$ cat src/rtl/tti_pkg.sv
// shared types, constants and the character decode for the text to integer parser
// no dependencies; used by every rtl file through scoped names
package tti_pkg;

   localparam int CHR_W    = 8;
   localparam int VALUE_W  = 64;
   localparam int OFFSET_W = 12;
   localparam int STATUS_W = 2;
   localparam int BASE_W   = 6;
   localparam int DIGIT_W  = 7;
   localparam int ADDR_W   = 5;

   localparam logic [CHR_W-1:0] CHR_NUL     = 8'h00;
   localparam logic [CHR_W-1:0] CHR_NEWLINE = 8'h0A;
   localparam logic [CHR_W-1:0] CHR_SPACE   = 8'h20;
   localparam logic [CHR_W-1:0] CHR_PLUS    = 8'h2B;
   localparam logic [CHR_W-1:0] CHR_MINUS   = 8'h2D;
   localparam logic [CHR_W-1:0] CHR_ZERO    = 8'h30;
   localparam logic [CHR_W-1:0] CHR_NINE    = 8'h39;
   localparam logic [CHR_W-1:0] CHR_UP_A    = 8'h41;
   localparam logic [CHR_W-1:0] CHR_UP_Z    = 8'h5A;
   localparam logic [CHR_W-1:0] CHR_UP_X    = 8'h58;
   localparam logic [CHR_W-1:0] CHR_LO_A    = 8'h61;
   localparam logic [CHR_W-1:0] CHR_LO_Z    = 8'h7A;
   localparam logic [CHR_W-1:0] CHR_LO_X    = 8'h78;

   localparam logic [DIGIT_W-1:0] NO_DIGIT = 7'd99;

   localparam logic [BASE_W-1:0] BASE_MIN = 6'd2;
   localparam logic [BASE_W-1:0] BASE_MAX = 6'd36;
   localparam logic [BASE_W-1:0] BASE_OCT = 6'd8;
   localparam logic [BASE_W-1:0] BASE_DEC = 6'd10;
   localparam logic [BASE_W-1:0] BASE_HEX = 6'd16;

   localparam logic [STATUS_W-1:0] STAT_OK    = 2'd0;
   localparam logic [STATUS_W-1:0] STAT_BLANK = 2'd1;
   localparam logic [STATUS_W-1:0] STAT_RANGE = 2'd2;

   localparam logic [1:0] REG_BASE   = 2'd0;
   localparam logic [1:0] REG_SIGNED = 2'd1;
   localparam logic [1:0] REG_LIMIT  = 2'd2;

   localparam logic [VALUE_W-1:0] LIMIT_RESET = 64'h7FFF_FFFF_FFFF_FFFF;

   typedef enum logic [1:0] {
      BSEL_REQ,
      BSEL_OCT,
      BSEL_DEC,
      BSEL_HEX
   } base_sel_type;

   typedef struct packed {
      logic         load_chr;
      logic         set_sign;
      logic         start_div;
      base_sel_type base_sel;
      logic         take_digit;
      logic         stop;
      logic         advance;
      logic         emit;
      logic         emit_blank;
      logic         emit_stopped;
   } cmd_type;

   typedef struct packed {
      logic chr_zero;
      logic chr_space;
      logic chr_sign;
      logic chr_digit0;
      logic chr_x;
      logic req_auto;
      logic req_hex;
      logic req_oct;
      logic signed_mode;
      logic digit_end;
      logic div_done;
      logic out_free;
   } status_type;

   // digit value of a byte in any radix up to 36, NO_DIGIT otherwise
   function automatic logic [DIGIT_W-1:0] digit_of(input logic [CHR_W-1:0] c);
      logic [CHR_W-1:0] d;
      d = CHR_NUL;
      if (c >= CHR_ZERO && c <= CHR_NINE) begin
         d = c - CHR_ZERO;
         return DIGIT_W'(d);
      end
      if (c >= CHR_UP_A && c <= CHR_UP_Z) begin
         d = c - CHR_UP_A + 8'd10;
         return DIGIT_W'(d);
      end
      if (c >= CHR_LO_A && c <= CHR_LO_Z) begin
         d = c - CHR_LO_A + 8'd10;
         return DIGIT_W'(d);
      end
      return NO_DIGIT;
   endfunction

endpackage

$ cat src/rtl/tti_divider.sv
// restoring divider: 64-bit limit by a small radix, one quotient bit per cycle
// depends on tti_pkg for widths
module tti_divider (
   input  logic                             clock,
   input  logic                             reset,
   input  logic                             start,
   input  logic [tti_pkg::VALUE_W-1:0]      dividend,
   input  logic [tti_pkg::BASE_W-1:0]       divisor,
   output logic                             done,
   output logic [tti_pkg::VALUE_W-1:0]      quotient,
   output logic [tti_pkg::BASE_W-1:0]       remainder
);

   localparam int CNT_W = $clog2(tti_pkg::VALUE_W);

   logic                          busy_ff, busy_in;
   logic [CNT_W-1:0]              cnt_ff, cnt_in;
   logic [tti_pkg::VALUE_W-1:0]   quo_ff, quo_in;
   logic [tti_pkg::BASE_W-1:0]    rem_ff, rem_in;
   logic [tti_pkg::BASE_W-1:0]    div_ff, div_in;
   logic [tti_pkg::BASE_W:0]      trial;
   logic                          fits;

   assign trial = {rem_ff, quo_ff[tti_pkg::VALUE_W-1]};
   assign fits  = trial >= {1'b0, div_ff};
   assign done  = busy_ff && (cnt_ff == '0);

   always_comb begin
      busy_in = busy_ff;
      cnt_in  = cnt_ff;
      quo_in  = quo_ff;
      rem_in  = rem_ff;
      div_in  = div_ff;
      if (start) begin
         busy_in = 1'b1;
         cnt_in  = CNT_W'(tti_pkg::VALUE_W - 1);
         quo_in  = dividend;
         rem_in  = '0;
         div_in  = divisor;
      end else if (busy_ff) begin
         // dividend bits shift out the top while quotient bits enter the bottom
         quo_in = {quo_ff[tti_pkg::VALUE_W-2:0], fits};
         rem_in = fits ? tti_pkg::BASE_W'(trial - {1'b0, div_ff})
                       : tti_pkg::BASE_W'(trial);
         cnt_in = cnt_ff - 1'b1;
         if (cnt_ff == '0) begin
            busy_in = 1'b0;
         end
      end
   end

   always_ff @(posedge clock) begin
      if (reset) begin
         busy_ff <= 1'b0;
         cnt_ff  <= '0;
      end else begin
         busy_ff <= busy_in;
         cnt_ff  <= cnt_in;
      end
   end

   always_ff @(posedge clock) begin
      quo_ff <= quo_in;
      rem_ff <= rem_in;
      div_ff <= div_in;
   end

   assign quotient  = quo_ff;
   assign remainder = rem_ff;

   assert property (@(posedge clock) disable iff (reset)
      busy_ff && !done && !start |=> busy_ff)
      else $error("divider dropped busy before last bit");

   assert property (@(posedge clock) disable iff (reset)
      busy_ff |-> rem_ff < div_ff)
      else $error("partial remainder not below divisor");

   assert property (@(posedge clock) disable iff (reset)
      start |=> busy_ff && cnt_ff == CNT_W'(tti_pkg::VALUE_W - 1))
      else $error("divider did not load on start");

endmodule

$ cat src/rtl/tti_datapath.sv
// datapath: byte register, accumulator, string state, limit divider and result register
// depends on tti_pkg and tti_divider
module tti_datapath #(
   parameter int OFFSET_LIMIT = 4095
) (
   input  logic                               clock,
   input  logic                               reset,
   input  tti_pkg::cmd_type                   cmd,
   output tti_pkg::status_type                status,
   input  logic [tti_pkg::CHR_W-1:0]          chr,
   input  logic [tti_pkg::BASE_W-1:0]         base_request,
   input  logic                               signed_mode,
   input  logic [tti_pkg::VALUE_W-1:0]        limit,
   output logic                               rsp_valid,
   input  logic                               rsp_ready,
   output logic [tti_pkg::VALUE_W-1:0]        rsp_value,
   output logic [tti_pkg::OFFSET_W-1:0]       rsp_stop_offset,
   output logic [tti_pkg::STATUS_W-1:0]       rsp_status
);

   localparam int POS_W = $clog2(OFFSET_LIMIT + 1);
   localparam int EXT_W = (POS_W > tti_pkg::OFFSET_W) ? POS_W : tti_pkg::OFFSET_W;
   localparam int PROD_W = tti_pkg::VALUE_W + tti_pkg::BASE_W;

   logic [tti_pkg::CHR_W-1:0]     chr_ff;
   logic [tti_pkg::VALUE_W-1:0]   accum_ff, accum_in;
   logic                          neg_ff, neg_in;
   logic [tti_pkg::BASE_W-1:0]    base_ff, base_in;
   logic [POS_W-1:0]              pos_ff, pos_in;
   logic [POS_W-1:0]              stop_ff, stop_in;
   logic [tti_pkg::STATUS_W-1:0]  stat_ff, stat_in;

   logic                          rsp_valid_ff;
   logic [tti_pkg::VALUE_W-1:0]   rsp_value_ff;
   logic [tti_pkg::OFFSET_W-1:0]  rsp_offset_ff;
   logic [tti_pkg::STATUS_W-1:0]  rsp_status_ff;

   logic [tti_pkg::BASE_W-1:0]    div_base;
   logic                          div_done;
   logic [tti_pkg::VALUE_W-1:0]   qlim;
   logic [tti_pkg::BASE_W-1:0]    rlim;

   logic [tti_pkg::DIGIT_W-1:0]   dval;
   logic [tti_pkg::DIGIT_W-1:0]   thr;
   logic                          digit_ok;
   logic                          ovf;
   logic [PROD_W-1:0]             prod;
   logic [tti_pkg::VALUE_W-1:0]   accum_next;
   logic                          req_ok;

   logic [tti_pkg::VALUE_W-1:0]   out_value;
   logic [POS_W-1:0]              out_pos;
   logic [EXT_W-1:0]              out_pos_ext;

   always_comb begin
      unique case (cmd.base_sel)
         tti_pkg::BSEL_REQ: div_base = base_request;
         tti_pkg::BSEL_OCT: div_base = tti_pkg::BASE_OCT;
         tti_pkg::BSEL_DEC: div_base = tti_pkg::BASE_DEC;
         tti_pkg::BSEL_HEX: div_base = tti_pkg::BASE_HEX;
         default:           div_base = tti_pkg::BASE_DEC;
      endcase
   end

   tti_divider u_divider (
      .clock     (clock),
      .reset     (reset),
      .start     (cmd.start_div),
      .dividend  (limit),
      .divisor   (div_base),
      .done      (div_done),
      .quotient  (qlim),
      .remainder (rlim)
   );

   // one digit step: compare against limit / base, then multiply-accumulate
   assign dval       = tti_pkg::digit_of(chr_ff);
   assign digit_ok   = {1'b0, base_ff} > dval;
   assign thr        = {1'b0, rlim} + {{(tti_pkg::DIGIT_W-1){1'b0}}, neg_ff};
   assign ovf        = (accum_ff > qlim) || ((accum_ff == qlim) && (dval > thr));
   assign prod       = {{tti_pkg::BASE_W{1'b0}}, accum_ff}
                     * {{tti_pkg::VALUE_W{1'b0}}, base_ff};
   assign accum_next = prod[tti_pkg::VALUE_W-1:0]
                     + {{(tti_pkg::VALUE_W-tti_pkg::DIGIT_W){1'b0}}, dval};

   assign req_ok = (base_request >= tti_pkg::BASE_MIN) && (base_request <= tti_pkg::BASE_MAX);

   always_comb begin
      status.chr_zero    = chr_ff == tti_pkg::CHR_NUL;
      status.chr_space   = (chr_ff == tti_pkg::CHR_SPACE) || (chr_ff == tti_pkg::CHR_NEWLINE);
      status.chr_sign    = (chr_ff == tti_pkg::CHR_PLUS) || (chr_ff == tti_pkg::CHR_MINUS);
      status.chr_digit0  = chr_ff == tti_pkg::CHR_ZERO;
      status.chr_x       = (chr_ff == tti_pkg::CHR_LO_X) || (chr_ff == tti_pkg::CHR_UP_X);
      status.req_auto    = !req_ok;
      status.req_hex     = base_request == tti_pkg::BASE_HEX;
      status.req_oct     = base_request == tti_pkg::BASE_OCT;
      status.signed_mode = signed_mode;
      status.digit_end   = !digit_ok || ovf;
      status.div_done    = div_done;
      status.out_free    = !rsp_valid_ff || rsp_ready;
   end

   always_comb begin
      accum_in = accum_ff;
      neg_in   = neg_ff;
      base_in  = base_ff;
      pos_in   = pos_ff;
      stop_in  = stop_ff;
      stat_in  = stat_ff;
      if (cmd.emit) begin
         accum_in = '0;
         neg_in   = 1'b0;
         base_in  = '0;
         pos_in   = '0;
         stop_in  = '0;
         stat_in  = tti_pkg::STAT_OK;
      end else begin
         if (cmd.set_sign) begin
            neg_in = chr_ff == tti_pkg::CHR_MINUS;
         end
         if (cmd.start_div) begin
            base_in = div_base;
         end
         if (cmd.stop) begin
            stop_in = pos_ff;
         end
         if (cmd.take_digit) begin
            if (!digit_ok) begin
               stop_in = pos_ff;
            end else if (ovf) begin
               // saturate to the limit, or to its complement when negative
               accum_in = neg_ff ? ~limit : limit;
               neg_in   = 1'b0;
               stat_in  = tti_pkg::STAT_RANGE;
               stop_in  = pos_ff;
            end else begin
               accum_in = accum_next;
            end
         end
         if (cmd.advance && (pos_ff < POS_W'(OFFSET_LIMIT))) begin
            pos_in = pos_ff + 1'b1;
         end
      end
   end

   always_ff @(posedge clock) begin
      if (reset) begin
         accum_ff <= '0;
         neg_ff   <= 1'b0;
         base_ff  <= '0;
         pos_ff   <= '0;
         stop_ff  <= '0;
         stat_ff  <= tti_pkg::STAT_OK;
      end else begin
         accum_ff <= accum_in;
         neg_ff   <= neg_in;
         base_ff  <= base_in;
         pos_ff   <= pos_in;
         stop_ff  <= stop_in;
         stat_ff  <= stat_in;
      end
   end

   assign out_value   = neg_ff ? (~accum_ff + 1'b1) : accum_ff;
   assign out_pos     = cmd.emit_stopped ? stop_ff : pos_ff;
   assign out_pos_ext = EXT_W'(out_pos);

   always_ff @(posedge clock) begin
      if (reset) begin
         rsp_valid_ff <= 1'b0;
      end else if (cmd.emit) begin
         rsp_valid_ff <= 1'b1;
      end else if (rsp_ready) begin
         rsp_valid_ff <= 1'b0;
      end
   end

   always_ff @(posedge clock) begin
      if (cmd.load_chr) begin
         chr_ff <= chr;
      end
      if (cmd.emit) begin
         rsp_value_ff  <= cmd.emit_blank ? '0 : out_value;
         rsp_status_ff <= cmd.emit_blank ? tti_pkg::STAT_BLANK : stat_ff;
         rsp_offset_ff <= out_pos_ext[tti_pkg::OFFSET_W-1:0];
      end
   end

   assign rsp_valid       = rsp_valid_ff;
   assign rsp_value       = rsp_value_ff;
   assign rsp_stop_offset = rsp_offset_ff;
   assign rsp_status      = rsp_status_ff;

endmodule

$ cat src/rtl/tti_ctrl.sv
// controller: item sequencing and parse phase, drives datapath commands
// depends on tti_pkg
module tti_ctrl (
   input  logic                  clock,
   input  logic                  reset,
   input  logic                  in_valid,
   output logic                  in_ready,
   input  tti_pkg::status_type   status,
   output tti_pkg::cmd_type      cmd
);

   typedef enum logic [2:0] {
      ST_IDLE,
      ST_EVAL,
      ST_DIV,
      ST_DIGIT,
      ST_EMIT
   } state_type;

   typedef enum logic [2:0] {
      PH_SKIP,
      PH_SIGNED,
      PH_ZERO,
      PH_DIGITS,
      PH_DONE
   } phase_type;

   state_type state_ff, state_in;
   phase_type phase_ff, phase_in;
   logic      digit_after_ff, digit_after_in;
   logic      ready_ff;
   logic      begin_num;

   // first byte of the number proper, after whitespace and an optional sign
   assign begin_num = (phase_ff == PH_SIGNED)
                   || ((phase_ff == PH_SKIP) && !status.chr_space
                       && !(status.chr_sign && status.signed_mode));

   always_comb begin
      state_in       = state_ff;
      phase_in       = phase_ff;
      digit_after_in = digit_after_ff;
      cmd            = '0;
      cmd.base_sel   = tti_pkg::BSEL_DEC;
      unique case (state_ff)
         ST_IDLE: begin
            if (in_valid) begin
               cmd.load_chr = 1'b1;
               state_in     = ST_EVAL;
            end
         end
         ST_EVAL: begin
            if (status.chr_zero) begin
               state_in = ST_EMIT;
            end else if (begin_num) begin
               if (status.chr_digit0) begin
                  phase_in    = PH_ZERO;
                  cmd.advance = 1'b1;
                  state_in    = ST_IDLE;
               end else begin
                  cmd.start_div  = 1'b1;
                  cmd.base_sel   = status.req_auto ? tti_pkg::BSEL_DEC : tti_pkg::BSEL_REQ;
                  digit_after_in = 1'b1;
                  phase_in       = PH_DIGITS;
                  state_in       = ST_DIV;
               end
            end else begin
               unique case (phase_ff)
                  PH_SKIP: begin
                     if (!status.chr_space) begin
                        cmd.set_sign = 1'b1;
                        phase_in     = PH_SIGNED;
                     end
                     cmd.advance = 1'b1;
                     state_in    = ST_IDLE;
                  end
                  PH_ZERO: begin
                     if (status.chr_x) begin
                        if (status.req_auto || status.req_hex) begin
                           cmd.start_div  = 1'b1;
                           cmd.base_sel   = tti_pkg::BSEL_HEX;
                           digit_after_in = 1'b0;
                           phase_in       = PH_DIGITS;
                           state_in       = ST_DIV;
                        end else begin
                           cmd.stop    = 1'b1;
                           cmd.advance = 1'b1;
                           phase_in    = PH_DONE;
                           state_in    = ST_IDLE;
                        end
                     end else begin
                        // leading zero means octal in automatic mode
                        cmd.start_div  = 1'b1;
                        cmd.base_sel   = (status.req_auto || status.req_oct)
                                       ? tti_pkg::BSEL_OCT : tti_pkg::BSEL_REQ;
                        digit_after_in = 1'b1;
                        phase_in       = PH_DIGITS;
                        state_in       = ST_DIV;
                     end
                  end
                  PH_DIGITS: begin
                     state_in = ST_DIGIT;
                  end
                  default: begin
                     cmd.advance = 1'b1;
                     state_in    = ST_IDLE;
                  end
               endcase
            end
         end
         ST_DIV: begin
            if (status.div_done) begin
               if (digit_after_ff) begin
                  state_in = ST_DIGIT;
               end else begin
                  cmd.advance = 1'b1;
                  state_in    = ST_IDLE;
               end
            end
         end
         ST_DIGIT: begin
            cmd.take_digit = 1'b1;
            cmd.advance    = 1'b1;
            if (status.digit_end) begin
               phase_in = PH_DONE;
            end
            state_in = ST_IDLE;
         end
         ST_EMIT: begin
            if (status.out_free) begin
               cmd.emit         = 1'b1;
               cmd.emit_blank   = phase_ff == PH_SKIP;
               cmd.emit_stopped = phase_ff == PH_DONE;
               phase_in         = PH_SKIP;
               state_in         = ST_IDLE;
            end
         end
         default: begin
            state_in = ST_IDLE;
         end
      endcase
   end

   always_ff @(posedge clock) begin
      if (reset) begin
         state_ff       <= ST_IDLE;
         phase_ff       <= PH_SKIP;
         digit_after_ff <= 1'b0;
         ready_ff       <= 1'b1;
      end else begin
         state_ff       <= state_in;
         phase_ff       <= phase_in;
         digit_after_ff <= digit_after_in;
         ready_ff       <= state_in == ST_IDLE;
      end
   end

   assign in_ready = ready_ff;

   assert property (@(posedge clock) disable iff (reset)
      ready_ff == (state_ff == ST_IDLE))
      else $error("ready out of step with controller state");

   assert property (@(posedge clock) disable iff (reset)
      in_valid && ready_ff |=> state_ff == ST_EVAL)
      else $error("accepted item not evaluated");

   assert property (@(posedge clock) disable iff (reset)
      state_ff == ST_DIGIT |-> phase_ff == PH_DIGITS)
      else $error("digit step outside digit phase");

   assert property (@(posedge clock) disable iff (reset)
      cmd.emit |-> status.out_free && status.chr_zero)
      else $error("result written without free slot or end byte");

endmodule

$ cat src/rtl/text_to_integer_parser.sv
// Text to integer parser, top level: configuration registers, controller and datapath.
// Depends on tti_pkg, tti_ctrl, tti_datapath and tti_divider.
//
// Usage: the string arrives one byte per item on the req_ channel, ended by a
// zero byte. Leading spaces and newlines are skipped, an optional sign (signed
// mode) and a 0x or leading-zero prefix follow, then digits of the base. The
// zero byte produces one rsp_ item: value, stop offset and status.
// Steps: whitespace, sign and prefix bytes, and bytes after the number has
// ended, are evaluated and taken; a digit byte also gets a digit step. The
// byte that fixes the base also runs the limit / base divider, one quotient
// bit per cycle, before its digit step, or before the next byte for the x of
// a 0x prefix. The zero byte waits until the output register is free.
// The result sits in an output register; a stalled receiver only delays the
// next zero byte, other bytes keep being taken.
// Configuration: APB-style port, 64-bit data, register i at byte address 8*i
// (base_request, signed_mode, limit). Write between strings or between bytes
// while no item is in work.
// Reset: synchronous, restores the register defaults (automatic base, signed,
// limit 2^63-1) and starts a fresh string; there is no clearing pass.
module text_to_integer_parser #(
   parameter int OFFSET_LIMIT = 4095
) (
   input  logic                               clock,
   input  logic                               reset,
   input  logic                               req_valid,
   output logic                               req_ready,
   input  logic [tti_pkg::CHR_W-1:0]          req_chr,
   output logic                               rsp_valid,
   input  logic                               rsp_ready,
   output logic [tti_pkg::VALUE_W-1:0]        rsp_value,
   output logic [tti_pkg::OFFSET_W-1:0]       rsp_stop_offset,
   output logic [tti_pkg::STATUS_W-1:0]       rsp_status,
   input  logic                               csr_psel,
   input  logic                               csr_penable,
   input  logic                               csr_pwrite,
   input  logic [tti_pkg::ADDR_W-1:0]         csr_paddr,
   input  logic [tti_pkg::VALUE_W-1:0]        csr_pwdata,
   output logic [tti_pkg::VALUE_W-1:0]        csr_prdata,
   output logic                               csr_pready
);

   logic [tti_pkg::BASE_W-1:0]   base_request_ff;
   logic                         signed_mode_ff;
   logic [tti_pkg::VALUE_W-1:0]  limit_ff;
   logic                         csr_write;
   logic [1:0]                   csr_index;

   tti_pkg::cmd_type             cmd;
   tti_pkg::status_type          status;

   assign csr_pready = 1'b1;
   assign csr_write  = csr_psel && csr_penable && csr_pwrite;
   assign csr_index  = csr_paddr[tti_pkg::ADDR_W-1:3];

   always_ff @(posedge clock) begin
      if (reset) begin
         base_request_ff <= '0;
         signed_mode_ff  <= 1'b1;
         limit_ff        <= tti_pkg::LIMIT_RESET;
      end else if (csr_write) begin
         unique case (csr_index)
            tti_pkg::REG_BASE:   base_request_ff <= csr_pwdata[tti_pkg::BASE_W-1:0];
            tti_pkg::REG_SIGNED: signed_mode_ff  <= csr_pwdata[0];
            tti_pkg::REG_LIMIT:  limit_ff        <= csr_pwdata;
            default: ;
         endcase
      end
   end

   always_comb begin
      unique case (csr_index)
         tti_pkg::REG_BASE:
            csr_prdata = {{(tti_pkg::VALUE_W-tti_pkg::BASE_W){1'b0}}, base_request_ff};
         tti_pkg::REG_SIGNED:
            csr_prdata = {{(tti_pkg::VALUE_W-1){1'b0}}, signed_mode_ff};
         tti_pkg::REG_LIMIT:
            csr_prdata = limit_ff;
         default:
            csr_prdata = '0;
      endcase
   end

   tti_ctrl u_ctrl (
      .clock    (clock),
      .reset    (reset),
      .in_valid (req_valid),
      .in_ready (req_ready),
      .status   (status),
      .cmd      (cmd)
   );

   tti_datapath #(
      .OFFSET_LIMIT (OFFSET_LIMIT)
   ) u_datapath (
      .clock           (clock),
      .reset           (reset),
      .cmd             (cmd),
      .status          (status),
      .chr             (req_chr),
      .base_request    (base_request_ff),
      .signed_mode     (signed_mode_ff),
      .limit           (limit_ff),
      .rsp_valid       (rsp_valid),
      .rsp_ready       (rsp_ready),
      .rsp_value       (rsp_value),
      .rsp_stop_offset (rsp_stop_offset),
      .rsp_status      (rsp_status)
   );

endmodule

$ cat config.mk
export PLATFORM = sky130hd
export DESIGN_NAME = text_to_integer_parser
export DESIGN_NICKNAME = d
export VERILOG_FILES = /design/src/rtl/tti_pkg.sv /design/src/rtl/tti_divider.sv /design/src/rtl/tti_datapath.sv /design/src/rtl/tti_ctrl.sv /design/src/rtl/text_to_integer_parser.sv
export SDC_FILE = /design/constraint.sdc
export NUM_CORES = 2
export LEC_CHECK = 0
export BUFFER_PORTS_ARGS = -buffer_cell sky130_fd_sc_hd__buf_4
export CAP_MARGIN = 20
export CORE_MARGIN = 8
export CORE_UTILIZATION = 30
export DETAILED_ROUTE_END_ITERATION = 8
export GPL_ROUTABILITY_DRIVEN = 0
export PLACE_DENSITY = 0.52
export SKIP_CTS_REPAIR_TIMING = 1
export SLEW_MARGIN = 0
export SYNTH_ARGS = -nofsm -noshare
export SYNTH_HDL_FRONTEND = slang
export SYNTH_SLANG_ARGS = --single-unit
$ cat constraint.sdc
create_clock -name clock -period 13.4 [get_ports clock]
set_clock_uncertainty 0.1 [all_clocks]
set_input_delay 1.34 -clock clock [delete_from_list [all_inputs] [get_ports clock]]
set_output_delay 1.34 -clock clock [all_outputs]
set_load 0.01 [all_outputs]
==> impl_metrics.py <==
metrics = {
    "status": {
        "status": "complete, no violations",
    },
    "worst_setup_path": {
        "cp_max_fo": 41,
        "r2r_cells": 18,
        "r2r-start": "u_datapath.base_ff[1]",
        "cp-end-kind": "register",
        "r2r_end": "u_datapath.accum_ff[54]",
        "startpoint_type": "register",
        "reg2reg_slack_ps": 5960,
        "required_ps": 13790,
        "criticalPathCategory": "reg -> reg",
        "cp.arrival_ps": 7830,
    },
    "grt": {
        "antenna_found_initial": 5,
        "grt_overflow": 0,
        "first_global_vias": 25230,
        "grt_pass1_wl_um": 152600,
        "grt_max_degree": 97,
        "grt_use_total_pct": 17.07,
    },
    "power": {
        "p_clk_share_pct": 43.3,
        "seq_power_share_pct": 43.4,
        "p_leak_nw": 15.99,
        "power_w": 0.002813,
        "p_comb_share_pct": 13.3,
        "p_switching_w": 0.0007861,
        "p_int_w": 0.002027,
        "switching_share_pct": 27.94,
        "pwr_density_cell_nw_per_um2": 79.66,
        "peakVddDrop_mv": 0.07780,
    },
    "logic_synthesis": {
        "synth-xor-area-share_pct": 5.961,
        "ys_ff_latch": 345,
        "ys_seq_area_share_pct": 27.31,
        "synth_mux_area_share_pct": 1.328,
        "synth_edf_count": 156,
        "async_flop_share_pct": 0,
        "synth_top_area_cell": "fa_1",
        "synth_nets": 4034,
        "synth_warnings": 0,
        "synthSimpleGateAreaFrac_pct": 20.84,
        "synth_fa_ha_area_share_pct": 24.71,
        "yosysTopAreaCellShare_pct": 15.56,
        "synth_top_family_by_area": "adder cells",
        "synth_compound_area_share_pct": 14.46,
        "synth_area_um2": 31000,
        "yosys.cell_types.count": 75,
        "syn_area_per_cell_um2": 8.901,
        "synthTopCellsByArea": "fa_1 (16%), edfxtp_1 (15%), dfxtp_1 (12%), ha_1 (9.1%), and2_1 (7.3%)",
        "synthFlopType": "dfxtp_1",
        "synthCells": 3483,
    },
    "timing": {
        "hold_violations": 0,
        "slew_viol_final": 0,
        "setup_ws_ps": 5965,
        "fin_crit_ps": 7435,
        "setup_tns_ps": 0,
        "setup_violations": 0,
        "hold_ws_ps": 369.0,
        "rsz0062_at_grt": "no",
        "clock.fmax_mhz": 134.5,
        "period_share_pct": 55.49,
        "worstMarginPinSlew_ps": 1118,
        "maxSlewHeadroom_pct": 25.46,
    },
    "finish": {
        "drive_gt1_share_pct": 10.61,
        "syn_to_final_growth_pct": 13.91,
        "nets": 4097,
    },
    "floorplan": {
        "core-area_um2": 103100,
        "start_util_pct": 30.08,
        "die_x_um": 337.5,
        "die-area_um2": 113900,
        "io_pins": 229,
        "row_count": 118,
        "die_h_um": 337.5,
    },
    "routing": {
        "drt_iter0_drc": 1604,
        "dr.pass1.iters": 5,
        "postRouteWirelength_um": 98470,
        "vias_per_cell": 5.049,
        "vias": 25060,
        "drc_errors": 0,
        "wl_per_cell_um": 19.84,
        "ant_nets": 0,
    },
    "worst_hold_path": {
        "hold_end": "u_datapath.stat_ff[1]",
        "hold_path.class": "reg -> reg",
        "hp-start": "u_datapath.stat_ff[1]",
        "hold_depth": 2,
    },
    "cts": {
        "cts_max_path_buffers": 3,
        "cts_made_buffers": 44,
        "cts_tree": "built",
        "cts_sinks": 345,
        "clk_pin_slew_worst_paths_ps": 60,
        "h-tree-depth": 2,
        "cts-root-buf": "clkbuf_16",
        "clk_latency_ps": 620,
    },
    "job": {
        "drv_cap": 0,
    },
    "placement": {
        "dp_hpwl_um": 73070,
        "post-place-ws_ps": 6048,
        "io_buffers": 224,
    },
}
power by group through the flow:
stage                     registers [W]  clock network, W  logic, W
after floorplan                 0.00122                 0  0.000262
after global placement          0.00124                 0  0.000365
after detailed placement        0.00124                 0  0.000370
after CTS                       0.00122           0.00126  0.000373
after global routing            0.00123           0.00129  0.000423
final                           0.00122           0.00122  0.000374
placed cells by master (no fill, tap or decap), drive strengths merged, types with 23 or more instances in the layout:
| cell | n |
|---|---|
| inv | 208 |
| xnor2 | 94 |
| nand3 | 67 |
| nand4 | 41 |
| nand2 | 318 |
| a21oi | 189 |
| o31ai | 23 |
| nor2b | 89 |
| nor2 | 253 |
| fa | 241 |
| edfxtp | 156 |
| ha | 226 |
| a211o | 65 |
| a21o | 50 |
| xor2 | 117 |
| dfxtp | 189 |
| a211oi | 42 |
| and2 | 361 |
| nor3 | 29 |
| buf | 251 |
| clkbuf | 61 |
| o21ai | 226 |
cell usage after synthesis (8+ instances only):
| master | number |
|---|---|
| nand3_1 | 67 |
| edfxtp_1 | 156 |
| and3_1 | 9 |
| o21a_1 | 11 |
| and2_1 | 361 |
| a21o_1 | 50 |
| nor3_1 | 28 |
| buf_1 | 11 |
| o41ai_1 | 9 |
| nor2_1 | 253 |
| a21oi_1 | 189 |
| o211ai_1 | 14 |
| o21ai_0 | 224 |
| a31oi_1 | 19 |
| nand2_1 | 317 |
| a211oi_1 | 42 |
| inv_1 | 206 |
| nand4_1 | 41 |
| nor2b_1 | 89 |
| ha_1 | 226 |
| xor2_1 | 117 |
| o31ai_1 | 18 |
| o21bai_1 | 13 |
| fa_1 | 241 |
| mux2i_1 | 22 |
| or4_1 | 14 |
| dfxtp_1 | 189 |
| mux2_2 | 17 |
| nand3b_1 | 8 |
| a211o_1 | 65 |
| xnor2_1 | 94 |
| or3_1 | 13 |
| clkbuf_1 | 219 |
| nor4_1 | 17 |
| nand2b_1 | 22 |
logic make-up after synthesis:
kind of cell,count (synthesis)
xor gates and xnor gates,211
adders and majority gates,468
AOI/OAI and AO/OA,713
DFF,345
and+or+nand+nor,1265
muxes,39
other,1
buffers and inverters,441
worst max-delay path: stages, from the launching register on:
cell	delay [ps]
dfxtp_2	720
buf_4	570
and2_1	230
fa_1	440
fa_1	490
fa_1	500
ha_1	300
ha_1	450
nand4_1	250
or3_1	420
nor4_1	330
o2111ai_1	250
a311oi_1	560
a31oi_1	240
o221ai_1	610
a21o_1	260
mux2_2	350
o211ai_1	80
o21ai_0	110
area by class of cell:
cell class	count	area, um^2
fill	10910	67740
multi-input combinational	2697	20940
sequential	345	8478
timing repair buffer	252	1912
tap	1380	1727
clock buffer	60	1272
inverter	206	778.2
clock inverter	22	207.7
antenna	1	2.502
metrics by stage:
step                      area (um^2)  std cells  utilization [%]
after floorplan                 31000       3483                -
after global placement          33800       4878            32.80
after detailed placement        33800       4878            32.80
after CTS                       35280       4960            34.23
after global routing            35320       4962            34.27
final                           35320       4963            34.27
worst max path at each step:
| stage | startpoint | to | slack [ps] | cells after the start |
|---|---|---|---|---|
| finish | u_datapath.base_ff[1] | u_datapath.accum_ff[54] | 5960 | 18 |
| global route | u_datapath.base_ff[1] | u_datapath.accum_ff[58] | 5660 | 17 |
| CTS | u_datapath.base_ff[1] | u_datapath.accum_ff[54] | 6020 | 18 |
| detailed placement | u_datapath.base_ff[1] | u_datapath.accum_ff[54] | 6050 | 18 |
| global placement | u_datapath.base_ff[1] | u_datapath.accum_ff[54] | 6120 | 17 |
| floorplan | u_datapath.base_ff[1] | u_datapath.accum_ff[54] | 7400 | 19 |
per-layer routing:
layer,global-route usage (%),up-vias,part of all wire [%]
met5,0,-,0.013
met3,3.609,131,6.5
met4,4.747,2,2.7
li1,-,11990,-
met2,27.05,632,44
met1,23.47,12300,46
sequential cells by signal, summed over array words and instances (netlist names), 2 cells and up:
signal / flops
u_datapath.pos_ff: 12
u_datapath.rsp_value: 64
u_ctrl.phase_ff: 3
u_datapath.rsp_status: 2
u_datapath.rsp_stop_offset: 12
u_datapath.u_divider.div_ff: 6
u_datapath.base_ff: 6
u_datapath.chr_ff: 8
u_ctrl.state_ff: 3
u_datapath.u_divider.cnt_ff: 6
u_datapath.accum_ff: 64
limit_ff: 64
u_datapath.stop_ff: 12
u_datapath.u_divider.quotient: 64
base_request_ff: 6
u_datapath.u_divider.remainder: 6
Power figures use the tool's default switching activity.
